## src/lpg_pkg.sv

```systemverilog
// Package for the low-pass gate with high-pass stage.
// Holds widths, constants, microcode types, the control store and saturation helpers.
// No dependencies.
package lpg_pkg;

    // Field and state widths.
    localparam int SAMPLE_BITS = 16;
    localparam int STATE_BITS  = 24;
    localparam int FRAC        = 15;
    localparam int LVL_W       = 16;
    localparam int GAIN_W      = 18;
    localparam int HP_FB_W     = 15;
    localparam int OFFSET_W    = 16;
    localparam int CFG_IDX_W   = 2;
    localparam int CFG_DATA_W  = 16;

    // Multiplier and accumulator widths.
    localparam int MA_W   = STATE_BITS + 1;
    localparam int MB_W   = GAIN_W;
    localparam int PROD_W = MA_W + MB_W;
    localparam int ACC_W  = PROD_W + 1;

    // Divider widths.
    localparam int QUOT_W    = FRAC;
    localparam int DIV_CNT_W = 4;
    localparam logic [DIV_CNT_W-1:0] DIV_STEPS = DIV_CNT_W'(QUOT_W);

    // Q1.15 constants.
    localparam logic [LVL_W-1:0] ONE_Q15   = LVL_W'(32768);
    localparam logic [LVL_W-1:0] HALF_Q15  = LVL_W'(16384);
    localparam logic [LVL_W-1:0] TENTH_Q15 = LVL_W'(3277);
    localparam logic [HP_FB_W-1:0] HP_FB_RESET = HP_FB_W'(32440);
    localparam logic signed [ACC_W-1:0] ROUND_HALF = ACC_W'(1 << (FRAC - 1));

    // Configuration register indexes.
    typedef enum logic [CFG_IDX_W-1:0] {
        REG_FILTER_MODE    = 2'd0,
        REG_HPF_ENABLE     = 2'd1,
        REG_LOG_VOL_OFFSET = 2'd2,
        REG_HP_FEEDBACK    = 2'd3
    } t_cfg_reg;

    // Microcode fields.
    localparam int PC_W = 4;

    typedef enum logic [1:0] {
        MUL_NONE,
        MUL_LP,
        MUL_GAIN,
        MUL_HPF
    } t_mul_op;

    typedef enum logic [3:0] {
        ALU_NONE,
        ALU_LP,
        ALU_DIV_START,
        ALU_DIV_STEP,
        ALU_GAIN_DIV,
        ALU_GAIN_GATE,
        ALU_LO,
        ALU_HI,
        ALU_BYPASS
    } t_alu_op;

    typedef enum logic [2:0] {
        J_NEXT,
        J_ALWAYS,
        J_IF_GATE,
        J_IF_NOHPF,
        J_LOOP,
        J_DONE
    } t_jump;

    typedef struct packed {
        t_mul_op         mul;
        t_alu_op         alu;
        t_jump           jmp;
        logic [PC_W-1:0] target;
    } t_cword;

    // Sequencer states.
    typedef enum logic {
        SEQ_IDLE,
        SEQ_RUN
    } t_seq_state;

    // Control from the sequencer to the datapath.
    typedef struct packed {
        t_mul_op mul;
        t_alu_op alu;
        logic    finish;
    } t_ctrl;

    // Status from the datapath to the sequencer.
    typedef struct packed {
        logic filter_mode;
        logic hpf_enable;
        logic div_last;
        logic out_free;
    } t_status;

    // Control store: one word per step of the per-sample program.
    function automatic t_cword ucode(input logic [PC_W-1:0] pc);
        t_cword w;
        w = '{mul: MUL_NONE, alu: ALU_NONE, jmp: J_DONE, target: '0};
        unique case (pc)
            4'd0:  w = '{mul: MUL_LP,   alu: ALU_NONE,      jmp: J_NEXT,     target: 4'd0};
            4'd1:  w = '{mul: MUL_NONE, alu: ALU_LP,        jmp: J_IF_GATE,  target: 4'd5};
            4'd2:  w = '{mul: MUL_NONE, alu: ALU_DIV_START, jmp: J_NEXT,     target: 4'd0};
            4'd3:  w = '{mul: MUL_NONE, alu: ALU_DIV_STEP,  jmp: J_LOOP,     target: 4'd3};
            4'd4:  w = '{mul: MUL_NONE, alu: ALU_GAIN_DIV,  jmp: J_ALWAYS,   target: 4'd6};
            4'd5:  w = '{mul: MUL_NONE, alu: ALU_GAIN_GATE, jmp: J_NEXT,     target: 4'd0};
            4'd6:  w = '{mul: MUL_GAIN, alu: ALU_NONE,      jmp: J_NEXT,     target: 4'd0};
            4'd7:  w = '{mul: MUL_NONE, alu: ALU_LO,        jmp: J_IF_NOHPF, target: 4'd10};
            4'd8:  w = '{mul: MUL_HPF,  alu: ALU_NONE,      jmp: J_NEXT,     target: 4'd0};
            4'd9:  w = '{mul: MUL_NONE, alu: ALU_HI,        jmp: J_ALWAYS,   target: 4'd11};
            4'd10: w = '{mul: MUL_NONE, alu: ALU_BYPASS,    jmp: J_NEXT,     target: 4'd0};
            4'd11: w = '{mul: MUL_NONE, alu: ALU_NONE,      jmp: J_DONE,     target: 4'd0};
            default: w = '{mul: MUL_NONE, alu: ALU_NONE,    jmp: J_DONE,     target: 4'd0};
        endcase
        return w;
    endfunction

    // Saturate an accumulator value to the signed state range.
    function automatic logic signed [STATE_BITS-1:0] sat_state(
        input logic signed [ACC_W-1:0] v
    );
        logic fits;
        fits = (&v[ACC_W-1:STATE_BITS-1]) || (~|v[ACC_W-1:STATE_BITS-1]);
        if (fits) begin
            return v[STATE_BITS-1:0];
        end else if (v[ACC_W-1]) begin
            return {1'b1, {(STATE_BITS-1){1'b0}}};
        end else begin
            return {1'b0, {(STATE_BITS-1){1'b1}}};
        end
    endfunction

endpackage

```

## src/lpg_divider.sv

```systemverilog
// Serial restoring divider for the filter-mode gain: round(level / (0.1 + level)).
// One quotient bit per step. Depends on lpg_pkg.
module lpg_divider (
    input  logic                       i_clk,
    input  logic                       i_rst_n,
    input  logic                       i_start,
    input  logic                       i_step,
    input  logic [lpg_pkg::LVL_W-1:0]  i_lvl,
    output logic [lpg_pkg::QUOT_W-1:0] o_quot,
    output logic                       o_last
);

    logic [lpg_pkg::LVL_W-1:0]     r_den;
    logic [lpg_pkg::LVL_W-1:0]     r_rem;
    logic [lpg_pkg::QUOT_W-1:0]    r_dq;
    logic [lpg_pkg::DIV_CNT_W-1:0] r_cnt;

    logic [lpg_pkg::LVL_W-1:0] w_den;
    logic [lpg_pkg::LVL_W:0]   w_trial;
    logic                      w_ge;

    // The numerator is level * 2^15 + den/2: its upper part is the level itself,
    // and its low 15 bits are den/2, which is shifted in one bit per step.
    assign w_den   = lpg_pkg::TENTH_Q15 + i_lvl;
    assign w_trial = {r_rem, r_dq[lpg_pkg::QUOT_W-1]};
    assign w_ge    = (w_trial >= {1'b0, r_den});

    // Remainder, divisor and quotient shift register.
    always_ff @(posedge i_clk) begin
        if (i_start) begin
            r_den <= w_den;
            r_rem <= i_lvl;
            r_dq  <= w_den[lpg_pkg::LVL_W-1:1];
        end else if (i_step) begin
            r_rem <= w_ge ? lpg_pkg::LVL_W'(w_trial - {1'b0, r_den})
                          : w_trial[lpg_pkg::LVL_W-1:0];
            r_dq  <= {r_dq[lpg_pkg::QUOT_W-2:0], w_ge};
        end
    end

    // Step counter.
    always_ff @(posedge i_clk) begin
        if (!i_rst_n) begin
            r_cnt <= '0;
        end else if (i_start) begin
            r_cnt <= lpg_pkg::DIV_STEPS;
        end else if (i_step && (r_cnt != '0)) begin
            r_cnt <= r_cnt - 1'b1;
        end
    end

    assign o_quot = r_dq;
    assign o_last = (r_cnt == lpg_pkg::DIV_CNT_W'(1));

endmodule

```

## src/lpg_datapath.sv

```systemverilog
// Datapath of the low-pass gate: configuration registers, filter state, one shared
// multiplier, round/saturate adder, divider and the output register.
// Depends on lpg_pkg and lpg_divider.
module lpg_datapath (
    input  logic                                   i_clk,
    input  logic                                   i_rst_n,
    // Configuration writes.
    input  logic                                   i_cfg_we,
    input  logic [lpg_pkg::CFG_IDX_W-1:0]          i_cfg_idx,
    input  logic [lpg_pkg::CFG_DATA_W-1:0]         i_cfg_wdata,
    // Input transaction.
    input  logic                                   i_accept,
    input  logic [lpg_pkg::LVL_W-1:0]              i_level,
    input  logic signed [lpg_pkg::SAMPLE_BITS-1:0] i_sample_in,
    // Sequencer interface.
    input  lpg_pkg::t_ctrl                         i_ctrl,
    output lpg_pkg::t_status                       o_status,
    // Output transaction.
    input  logic                                   i_out_ready,
    output logic                                   o_out_valid,
    output logic signed [lpg_pkg::SAMPLE_BITS-1:0] o_sample_out,
    output logic                                   o_clipped
);

    // Configuration registers.
    logic                                  r_filter_mode;
    logic                                  r_hpf_enable;
    logic signed [lpg_pkg::OFFSET_W-1:0]   r_offset;
    logic [lpg_pkg::HP_FB_W-1:0]           r_hp_fb;

    // Filter state.
    logic signed [lpg_pkg::STATE_BITS-1:0] r_lp_mem;
    logic signed [lpg_pkg::STATE_BITS-1:0] r_hp_mem;

    // Working registers.
    logic [lpg_pkg::LVL_W-1:0]             r_lvl;
    logic signed [lpg_pkg::MA_W-1:0]       r_diff;
    logic signed [lpg_pkg::PROD_W-1:0]     r_prod;
    logic signed [lpg_pkg::STATE_BITS-1:0] r_lp;
    logic signed [lpg_pkg::GAIN_W-1:0]     r_gain;
    logic signed [lpg_pkg::STATE_BITS-1:0] r_lo;
    logic signed [lpg_pkg::STATE_BITS-1:0] r_hi;

    // Output register.
    logic                                  r_out_valid;
    logic signed [lpg_pkg::SAMPLE_BITS-1:0] r_out_data;
    logic                                  r_out_clip;

    logic [lpg_pkg::LVL_W-1:0]             w_lvl_clamp;
    logic signed [lpg_pkg::STATE_BITS-1:0] w_x;
    logic [lpg_pkg::LVL_W-1:0]             w_coef;
    logic signed [lpg_pkg::MA_W-1:0]       w_mul_a;
    logic signed [lpg_pkg::MB_W-1:0]       w_mul_b;
    logic signed [lpg_pkg::ACC_W-1:0]      w_round;
    logic [lpg_pkg::QUOT_W-1:0]            w_quot;
    logic                                  w_div_last;
    logic                                  w_out_fits;
    logic                                  w_mode_write;

    // Level clamp to one and sample widened to the state format.
    assign w_lvl_clamp = (i_level > lpg_pkg::ONE_Q15) ? lpg_pkg::ONE_Q15 : i_level;
    assign w_x = {{(lpg_pkg::STATE_BITS - lpg_pkg::SAMPLE_BITS){i_sample_in[
                    lpg_pkg::SAMPLE_BITS-1]}}, i_sample_in};

    // Configuration writes; a mode write copies low-pass to high-pass state if no finish.
    assign w_mode_write = i_cfg_we && ((i_cfg_idx == lpg_pkg::REG_FILTER_MODE) ||
                                       (i_cfg_idx == lpg_pkg::REG_HPF_ENABLE));

    always_ff @(posedge i_clk) begin
        if (!i_rst_n) begin
            r_filter_mode <= 1'b0;
            r_hpf_enable  <= 1'b0;
            r_offset      <= '0;
            r_hp_fb       <= lpg_pkg::HP_FB_RESET;
        end else if (i_cfg_we) begin
            unique case (i_cfg_idx)
                lpg_pkg::REG_FILTER_MODE:    r_filter_mode <= i_cfg_wdata[0];
                lpg_pkg::REG_HPF_ENABLE:     r_hpf_enable  <= i_cfg_wdata[0];
                lpg_pkg::REG_LOG_VOL_OFFSET: r_offset      <= i_cfg_wdata;
                lpg_pkg::REG_HP_FEEDBACK:
                    r_hp_fb <= i_cfg_wdata[lpg_pkg::HP_FB_W-1:0];
                default: ;
            endcase
        end
    end

    // Low-pass coefficient: level in filter mode, 0.5 + level/2 in gate mode.
    assign w_coef = r_filter_mode ? r_lvl : (lpg_pkg::HALF_Q15 + (r_lvl >> 1));

    // Multiplier operand selection.
    always_comb begin
        unique case (i_ctrl.mul)
            lpg_pkg::MUL_GAIN: begin
                w_mul_a = lpg_pkg::MA_W'(r_lp);
                w_mul_b = r_gain;
            end
            lpg_pkg::MUL_HPF: begin
                w_mul_a = lpg_pkg::MA_W'(r_hp_mem);
                w_mul_b = signed'({{(lpg_pkg::MB_W - lpg_pkg::HP_FB_W){1'b0}},
                                   r_hp_fb});
            end
            default: begin
                w_mul_a = r_diff;
                w_mul_b = signed'({{(lpg_pkg::MB_W - lpg_pkg::LVL_W){1'b0}}, w_coef});
            end
        endcase
    end

    // Product rounded half up with its 15 fraction bits shifted out.
    assign w_round = (lpg_pkg::ACC_W'(r_prod) + lpg_pkg::ROUND_HALF) >>> lpg_pkg::FRAC;

    // Serial divider for the filter-mode gain.
    lpg_divider u_div (
        .i_clk   (i_clk),
        .i_rst_n (i_rst_n),
        .i_start (i_ctrl.alu == lpg_pkg::ALU_DIV_START),
        .i_step  (i_ctrl.alu == lpg_pkg::ALU_DIV_STEP),
        .i_lvl   (r_lvl),
        .o_quot  (w_quot),
        .o_last  (w_div_last)
    );

    // Sample capture, multiplier register and ALU results.
    always_ff @(posedge i_clk) begin
        if (i_accept) begin
            r_lvl  <= w_lvl_clamp;
            r_diff <= lpg_pkg::MA_W'(w_x) - lpg_pkg::MA_W'(r_lp_mem);
        end
        if (i_ctrl.mul != lpg_pkg::MUL_NONE) begin
            r_prod <= w_mul_a * w_mul_b;
        end
        unique case (i_ctrl.alu)
            lpg_pkg::ALU_LP:
                r_lp <= lpg_pkg::sat_state(lpg_pkg::ACC_W'(r_lp_mem) + w_round);
            lpg_pkg::ALU_GAIN_DIV:
                r_gain <= signed'({{(lpg_pkg::GAIN_W - lpg_pkg::QUOT_W){1'b0}}, w_quot})
                          + lpg_pkg::GAIN_W'(r_offset);
            lpg_pkg::ALU_GAIN_GATE:
                r_gain <= signed'({{(lpg_pkg::GAIN_W - lpg_pkg::LVL_W){1'b0}}, r_lvl});
            lpg_pkg::ALU_LO:
                r_lo <= lpg_pkg::sat_state(w_round);
            lpg_pkg::ALU_HI:
                r_hi <= lpg_pkg::sat_state(lpg_pkg::ACC_W'(r_lo)
                                           - lpg_pkg::ACC_W'(r_lp_mem) + w_round);
            lpg_pkg::ALU_BYPASS:
                r_hi <= r_lo;
            default: ;
        endcase
    end

    // Filter state: updated when a sample finishes, else copied on a mode write.
    always_ff @(posedge i_clk) begin
        if (!i_rst_n) begin
            r_lp_mem <= '0;
            r_hp_mem <= '0;
        end else if (i_ctrl.finish) begin
            r_lp_mem <= r_lo;
            r_hp_mem <= r_hi;
        end else if (w_mode_write) begin
            r_hp_mem <= r_lp_mem;
        end
    end

    // Output saturation to the sample width.
    assign w_out_fits = (&r_hi[lpg_pkg::STATE_BITS-1:lpg_pkg::SAMPLE_BITS-1]) ||
                        (~|r_hi[lpg_pkg::STATE_BITS-1:lpg_pkg::SAMPLE_BITS-1]);

    // Output register.
    always_ff @(posedge i_clk) begin
        if (!i_rst_n) begin
            r_out_valid <= 1'b0;
        end else if (i_ctrl.finish) begin
            r_out_valid <= 1'b1;
        end else if (i_out_ready) begin
            r_out_valid <= 1'b0;
        end
    end

    always_ff @(posedge i_clk) begin
        if (i_ctrl.finish) begin
            r_out_clip <= !w_out_fits;
            if (w_out_fits) begin
                r_out_data <= r_hi[lpg_pkg::SAMPLE_BITS-1:0];
            end else if (r_hi[lpg_pkg::STATE_BITS-1]) begin
                r_out_data <= {1'b1, {(lpg_pkg::SAMPLE_BITS-1){1'b0}}};
            end else begin
                r_out_data <= {1'b0, {(lpg_pkg::SAMPLE_BITS-1){1'b1}}};
            end
        end
    end

    assign o_status.filter_mode = r_filter_mode;
    assign o_status.hpf_enable  = r_hpf_enable;
    assign o_status.div_last    = w_div_last;
    assign o_status.out_free    = !r_out_valid || i_out_ready;

    assign o_out_valid  = r_out_valid;
    assign o_sample_out = r_out_data;
    assign o_clipped    = r_out_clip;

endmodule

```

## src/lpg_sequencer.sv

```systemverilog
// Microcode sequencer: step counter, control store lookup and conditional jumps.
// Depends on lpg_pkg.
module lpg_sequencer (
    input  logic             i_clk,
    input  logic             i_rst_n,
    input  logic             i_accept,
    input  lpg_pkg::t_status i_status,
    output lpg_pkg::t_ctrl   o_ctrl,
    output logic             o_idle
);

    lpg_pkg::t_seq_state          r_state, n_state;
    logic [lpg_pkg::PC_W-1:0]     r_pc, n_pc;
    lpg_pkg::t_cword              w_cw;
    logic [lpg_pkg::PC_W-1:0]     w_pc_inc;

    assign w_cw     = lpg_pkg::ucode(r_pc);
    assign w_pc_inc = r_pc + 1'b1;

    // Next state and next step.
    always_comb begin
        n_state = r_state;
        n_pc    = r_pc;
        unique case (r_state)
            lpg_pkg::SEQ_IDLE: begin
                if (i_accept) begin
                    n_state = lpg_pkg::SEQ_RUN;
                    n_pc    = '0;
                end
            end
            lpg_pkg::SEQ_RUN: begin
                unique case (w_cw.jmp)
                    lpg_pkg::J_NEXT:     n_pc = w_pc_inc;
                    lpg_pkg::J_ALWAYS:   n_pc = w_cw.target;
                    lpg_pkg::J_IF_GATE:
                        n_pc = i_status.filter_mode ? w_pc_inc : w_cw.target;
                    lpg_pkg::J_IF_NOHPF:
                        n_pc = i_status.hpf_enable ? w_pc_inc : w_cw.target;
                    lpg_pkg::J_LOOP:
                        n_pc = i_status.div_last ? w_pc_inc : w_cw.target;
                    lpg_pkg::J_DONE: begin
                        // Hold on the last step until the output register is free.
                        if (i_status.out_free) begin
                            n_state = lpg_pkg::SEQ_IDLE;
                        end
                    end
                    default: n_pc = w_pc_inc;
                endcase
            end
            default: n_state = lpg_pkg::SEQ_IDLE;
        endcase
    end

    always_ff @(posedge i_clk) begin
        if (!i_rst_n) begin
            r_state <= lpg_pkg::SEQ_IDLE;
            r_pc    <= '0;
        end else begin
            r_state <= n_state;
            r_pc    <= n_pc;
        end
    end

    // Control word to the datapath.
    always_comb begin
        o_ctrl.mul    = lpg_pkg::MUL_NONE;
        o_ctrl.alu    = lpg_pkg::ALU_NONE;
        o_ctrl.finish = 1'b0;
        o_idle        = 1'b0;
        unique case (r_state)
            lpg_pkg::SEQ_IDLE: o_idle = 1'b1;
            lpg_pkg::SEQ_RUN: begin
                o_ctrl.mul    = w_cw.mul;
                o_ctrl.alu    = w_cw.alu;
                o_ctrl.finish = (w_cw.jmp == lpg_pkg::J_DONE) && i_status.out_free;
            end
            default: o_idle = 1'b0;
        endcase
    end

endmodule

```

## src/low_pass_gate_with_hpf.sv

```systemverilog
// Filter mode adds the 15-step serial divide to the gate-mode program, and the
// high-pass stage adds a multiply step; the microcode program and the shared
// multiplier handle one sample at a time.
// Reset (synchronous, active low) clears the filter state, loads the register defaults
// and empties the output register.
module low_pass_gate_with_hpf (
    input  logic                              i_clk,
    input  logic                              i_rst_n,
    // Configuration write port.
    input  logic                              i_cfg_we,
    input  logic [lpg_pkg::CFG_IDX_W-1:0]     i_cfg_idx,
    input  logic [lpg_pkg::CFG_DATA_W-1:0]    i_cfg_wdata,
    // Input stream.
    input  logic                              s_axis_tvalid,
    output logic                              s_axis_tready,
    input  logic [31:0]                       s_axis_tdata,   // [15:0] level, [31:16] sample_in
    // Output stream.
    output logic                              m_axis_tvalid,
    input  logic                              m_axis_tready,
    output logic [lpg_pkg::SAMPLE_BITS-1:0]   m_axis_tdata,   // [15:0] sample_out
    output logic [0:0]                        m_axis_tuser    // [0] clipped
);

    lpg_pkg::t_ctrl                         w_ctrl;
    lpg_pkg::t_status                       w_status;
    logic                                   w_idle;
    logic                                   w_accept;
    logic                                   w_clipped;
    logic signed [lpg_pkg::SAMPLE_BITS-1:0] w_sample_out;

    // Input transaction accepted only while the sequencer is idle.
    assign s_axis_tready = w_idle;
    assign w_accept      = s_axis_tvalid && w_idle;

    lpg_sequencer u_seq (
        .i_clk    (i_clk),
        .i_rst_n  (i_rst_n),
        .i_accept (w_accept),
        .i_status (w_status),
        .o_ctrl   (w_ctrl),
        .o_idle   (w_idle)
    );

    lpg_datapath u_dp (
        .i_clk        (i_clk),
        .i_rst_n      (i_rst_n),
        .i_cfg_we     (i_cfg_we),
        .i_cfg_idx    (i_cfg_idx),
        .i_cfg_wdata  (i_cfg_wdata),
        .i_accept     (w_accept),
        .i_level      (s_axis_tdata[15:0]),
        .i_sample_in  (s_axis_tdata[31:16]),
        .i_ctrl       (w_ctrl),
        .o_status     (w_status),
        .i_out_ready  (m_axis_tready),
        .o_out_valid  (m_axis_tvalid),
        .o_sample_out (w_sample_out),
        .o_clipped    (w_clipped)
    );

    assign m_axis_tdata    = w_sample_out;
    assign m_axis_tuser[0] = w_clipped;

endmodule

```

## config.mk

```make
export PLATFORM = sky130hd
export DESIGN_NAME = low_pass_gate_with_hpf
export DESIGN_NICKNAME = d
export VERILOG_FILES = /design/src/lpg_pkg.sv /design/src/lpg_divider.sv /design/src/lpg_datapath.sv /design/src/lpg_sequencer.sv /design/src/low_pass_gate_with_hpf.sv
export SDC_FILE = /design/constraint.sdc
export NUM_CORES = 2
export LEC_CHECK = 0
export ABC_AREA = 1
export BUFFER_PORTS_ARGS = -buffer_cell sky130_fd_sc_hd__buf_4
export CAP_MARGIN = 30
export CORE_ASPECT_RATIO = 1.2
export CORE_UTILIZATION = 55
export DETAILED_ROUTE_END_ITERATION = 7
export PLACE_DENSITY = 0.74
export SETUP_SLACK_MARGIN = 0.05
export SYNTH_ARGS = -nofsm -noshare
export SYNTH_HDL_FRONTEND = slang
export SYNTH_SLANG_ARGS = --single-unit
```

## constraint.sdc

```tcl
create_clock -name i_clk -period 6.8 [get_ports i_clk]
set_input_delay 0.68 -clock i_clk [delete_from_list [all_inputs] [get_ports i_clk]]
set_output_delay 0.68 -clock i_clk [all_outputs]
set_load 0.05 [all_outputs]
```

; Yosys cells after proc, flatten, opt, wreduce, memory -nomap -nowiden
; Memory sizes are Yosys's and may differ from the RTL's. A register that Yosys moved wholly into a read port is not among the register bits.
; Index checks and enable logic that the tools add are counted.
[totals]
rom_bits = 208
n_memories = 1
reg_bits = 329
in_bits = 55
wordCells = 135
out_inout_bits = 19
[mem_list]
columns = memory, depth, width, read_ports, rd_ports_with_merged_regs, write_ports, line
row1 = (name not given), 16, 13, 1, 1, 0, lpg_pkg.sv:106  ; unique case (pc)
[op_classes]
multipliers = 1
n_reduce_logical = 38
bitwise_logic = 1
muxes = 38
order_cmp = 2
n_eq_ne = 21
add_sub_neg = 11
[op_table]
columns = op, count
row1 = two-way mux 24 bit, 8
row2 = two-way mux 16 bit, 6
row3 = one-hot mux 18 bit (2 select lines), 2
row4 = one-hot mux 25 bit (2 select lines), 1
row5 = one-hot mux 24 bit (2 select lines), 1
row6 = adder 43 x 16 -> 44 bit (second input constant), 1
row7 = multiplier 25 x 18 -> 43 bit, 1
row8 = AND reduction 21 bit, 2
row9 = OR reduction 21 bit, 2
row10 = two-way mux 4 bit, 8
row11 = adder 24 x 29 -> 30 bit, 1
row12 = adder 25 x 29 -> 30 bit, 1
row13 = two-way mux 15 bit, 2
row14 = subtractor 16 x 24 -> 25 bit, 1
row15 = subtractor 24 x 24 -> 25 bit, 1
row16 = one-hot mux 4 bit (5 select lines), 1
row17 = adder 16 x 16 -> 17 bit, 1
row18 = greater-or-equal comparator 17 x 16 -> 1 bit, 1
row19 = adder 12 x 16 -> 16 bit (first input constant), 1
row20 = adder 15 x 15 -> 16 bit (first input constant), 1
row21 = equality test 4 x 3 -> 1 bit (second input constant), 4
row22 = greater-than comparator 16 bit (second input constant), 1
row23 = subtractor 16 bit, 1
row24 = nonzero test 2 bit, 7
row25 = 27 further kinds, 56

; Depth between registers and ports, before layout
[depth]
word_depth = 8
ltp_mapped = 35
mapped_depth_nobuf = 33

; By module
; Synthesis repeated with hierarchy kept, for this count alone.
[unflattened]
cells_unflattened = 5020
hier_area_um2 = 38806.0
[modules_own_cells]
columns = mod, seq_area_each_um2, area_per_inst_um2, cells_each, instances
row1 = lpg_datapath, 6926.6, 33731.1, 4321, 1
row2 = lpg_divider, 1491.4, 3925.0, 522, 1
row3 = lpg_sequencer, 360.3, 1142.3, 175, 1
row4 = low_pass_gate_with_hpf, 0.0, 7.5, 2, 1

; Least setup slack after synthesis
; OpenSTA, ideal clock, no wires.
[synth_timing]
kind = reg2reg
start = register u_seq.r_state
end = register u_dp.r_prod[42] (netlist bit) (data pin)
t_required_ns = 6.548
stages_incl_launch_ff = 28
t_arrival_ns = 6.341
slack_ns = 0.207
path_cell_list = dfxtp_1 > buf_4 > nand2_4 > inv_2 > nand2_2 > clkbuf_1 > o22ai_1 > a31oi_1 > clkbuf_1 > nand2_1 > fa_1 > inv_1 > fa_1 > fa_1 > fa_1 > fa_1 > inv_1 > fa_1 > inv_1 > ha_1 > a21oi_1 > inv_1 > a21oi_1 > a21boi_0 > o221a_2 > nand2_1 > nand2_1 > nand2_1
[synth_via]
elab_chain_cells = 4
word_cells_on_any_way = 6
classes_between = mul (1) / eq/ne (2) / mux (3)
[synth_lines]
columns = element, line
row1 = "start, declared", lpg_sequencer.sv:12  ; lpg_pkg::t_seq_state r_state, n_state;
row2 = "start signal, assigned", lpg_sequencer.sv:56  ; r_state <= lpg_pkg::SEQ_IDLE;
row3 = "start signal, assigned", lpg_sequencer.sv:59  ; r_state <= n_state;
row4 = two-way mux 7 bit *, lpg_sequencer.sv:70  ; unique case (r_state)
row5 = equality test 2 bit, lpg_datapath.sv:92  ; unique case (i_ctrl.mul)
row6 = one-hot mux 25 bit (2 select lines) / one-hot mux 18 bit (2 select lines) (equally long branches), lpg_datapath.sv:92
row7 = multiplier 25 x 18 -> 43 bit *, lpg_datapath.sv:130  ; r_prod <= w_mul_a * w_mul_b;
row8 = "end signal, assigned", lpg_datapath.sv:130
row9 = "end, declared", lpg_datapath.sv:38  ; logic signed [lpg_pkg::PROD_W-1:0] r_prod;
; Mark *: on every way between the ends. The rest lies on a longest branch, timed or not.
; A chain may end at the register's enable or synchronous reset.

; Final worst setup path
[layout_timing]
start = register u_seq.r_state
end = register u_dp.r_prod[34] (netlist bit) (data pin)
; Same word-level chain as after synthesis.

==> results.toml <==
[sta]
finalClockSkew_ps = 24.1
hold_viol_final = 0
whs_ps = 299
tightest_slew_ps = 987
setup_tns_ps = 0
fmax_mhz = 152
rsz0062_at_grt = "true"
slew_headroom_pct = 34.0
period_minus_slack_ps = 6590
setup_violations = 0
slew_viol_final = 0
fin_crit_sh_pct = 96.9

[floorplan]
core_um2 = 68400
rows = 105
fp.dieH_um = 290
pin_count = 74
dieArea_um2 = 70400
die_w_um = 242
initial_utilization_pct = 55.7

[synth]
ys_ff_latch = 327
avgSynthCellArea_um2 = 7.92
synth_top_family_by_area = "adder cells"
yosys.area.top_type_share_pct = 24.8
async_flop_share_pct = 0
synthTopCellsByCount = "nand2_1, inv_1, fa_1, nor2_1, ha_1"
ys_types = 59
synth-edff-count = 223
synth.area.mux_share_pct = 0
synth_compound_area_share_pct = 8.57
synth-xor-area-share_pct = 3.54
ys_warn_count = 0
dominantRegCellSynth = "edfxtp_1"
synthTopCellsByArea = "fa_1, edfxtp_1, nand2_1, inv_1, ha_1"
yosysMostFrequentCell = "nand2_1"
syn_nets = 5598
yosysTopAreaCell = "fa_1"
synthSimpleGateAreaFrac_pct = 20.6
yosysSeqAreaShare_pct = 23.0
synthesis.area_um2 = 38100
syn_inst = 4815
synthAdderAreaFrac_pct = 33.2

[route]
drtAntennaViolNets = 0
via_count = 32869
wl_per_cell_um = 19.5
dr.pass1.iters = 6
wl_um = 117000
drt_iter0_drc = 2842
drc_errors = 0
vias_per_cell = 5.48

[placed_design]
portBuffers = 73
dp_hpwl_um = 95600
dp_cells = 5915
gp_congestion = 1.00

[global_routing]
antenna_found_initial = 1
grt_first_pass_wirelength_um = 181000
grt-ovfl-total = 0
grtUsageTotal_pct = 33.3
grt_pass1_vias = 32826
grt_max_degree = 59

[setup_path]
crit_path_max_fanout = 13
critPathLaunchType = "flop"
crit_path_end_kind = "flop"
critical_path.max_stage_delay_ps = 570
crit_top_cell = "nand2_1"
required_ps = 7100
criticalPathCategory = "flop to flop"
cpMaxStageDelayCell = "fa_1"
r2r_cells = 30
cp.arrival_ps = 6890

[clocking]
tritoncts = "built"
numCtsBuffers = 36
holdBufCountCts = 0
cts.path.max_buffers = 3
htree_num_levels = 2
path_clk_slew_ps = 70
worstSkewPairLatency_ps = 570
cts_root_buffer = "clkbuf_16"
clock_sinks = 327

[finish]
stdcell_count = 6003
layout-drive-gt1-share_pct = 11.0
fin_nets = 5849
area_growth_pct = 13.4

[run]
drv_cap = 0

[min_path]
whs_path_depth = 1
hold_class = "input port to flop"

[status]
status = "finished clean"
[registers in the layout, summed over array words and instances (netlist names), 4 cells and up]
signal,count
u_dp.r_prod,29
u_dp.r_diff,25
u_dp.r_hi,24
u_dp.r_hp_mem,24
u_dp.r_lo,24
u_dp.r_lp,24
u_dp.r_lp_mem,24
u_dp.r_gain,17
u_dp.o_sample_out,16
u_dp.r_lvl,16
u_dp.r_offset,16
u_dp.u_div.r_den,16
u_dp.u_div.r_rem,16
u_dp.r_hp_fb,15
u_dp.u_div.o_quot,15
u_seq.w_cw,13
u_dp.u_div.r_cnt,4
u_seq.r_pc,4
[layer usage]
metal	vias up	track usage [%]	wire length [um]
met3	316	4.14	7680
li1	15382	-	-
met5	-	0	14
met2	1329	55.8	56300
met1	15840	41.9	45700
met4	2	18.1	7060
[through the flow]
| step | setup WS [ps] | instance area (um2) | util, % |
|---|---|---|---|
| after detailed placement | -105 | 41300 | 60.4 |
| after CTS | 47.1 | 42600 | 62.3 |
| after global placement | -86.3 | 41300 | 60.3 |
| final | 208 | 43200 | 63.1 |
| after floorplan | 207 | 38100 | - |
| after global routing | 24.2 | 43200 | 63.1 |
[critical path, delay by kind of cell, from the launching register on]
kind | cells | cell delay (ps)
AOI/OAI and AO/OA | 3 | 540
adders and majority gates | 7 | 3230
and+or+nand+nor | 13 | 1420
DFF | 1 | 350
buffers and inverters | 7 | 770
[final cells by class]
type | count | area, um2
diodes | 1 | 2.50
clock buffers | 47 | 1040
clock inverters | 18 | 190
fillers | 6068 | 25200
inverters | 975 | 3680
multi-input cells | 3390 | 25600
flip-flops and latches | 327 | 8780
well taps | 909 | 1140
repair buffers | 336 | 2830
[cell families (layout without fill, tap and decap cells)]
group,Yosys count,in the layout
flip-flops,327,327
adder cells (fa/ha/maj),728,728
other,0,1
XOR/XNOR,154,154
AND/OR/NAND/NOR,1952,1952
AO/OA/AOI/OAI,556,556
buffers and inverters,1098,1376
[path summary, 6_finish.rpt]
| path | start | to | slack [ps] |
|---|---|---|---|
| hold / removal | s_axis_tdata[15] | u_dp.r_lvl[15] | 300 |
| setup reg to reg | u_seq.r_state | u_dp.r_prod[34] | 210 |
| setup / recovery | u_seq.r_state | u_dp.r_prod[34] | 210 |
| hold reg to reg | u_dp.r_hp_fb[3] | u_dp.r_hp_fb[3] | 470 |
[cells in the final DEF, fill, tap and decap left out, types with 12 or more instances in the layout]
master / instances
a21oi_1: 186
a31oi_2: 13
buf_12: 16
buf_4: 304
buf_6: 12
clkbuf_16: 41
dfxtp_1: 100
edfxtp_1: 223
fa_1: 466
ha_1: 248
inv_1: 950
inv_2: 14
nand2_1: 1205
nand2_2: 16
nand3_1: 147
nand4_1: 24
nor2_1: 447
nor2_2: 26
nor3_1: 28
o21a_1: 22
o21ai_0: 159
o21ai_1: 19
o21bai_1: 12
o22a_1: 16
o22ai_1: 32
xnor2_1: 41
xor2_1: 113
[repair_timing]
item,CTS,global route
endpoints found under the setup margin,13,24
buffers inserted,4,16
gates cloned,0,2
resized for setup,17,116
pin swaps,2,10
Power is left out: the tool's default activity adds up to more than one toggle a clock period on the data nets, which glitch-free logic cannot reach.
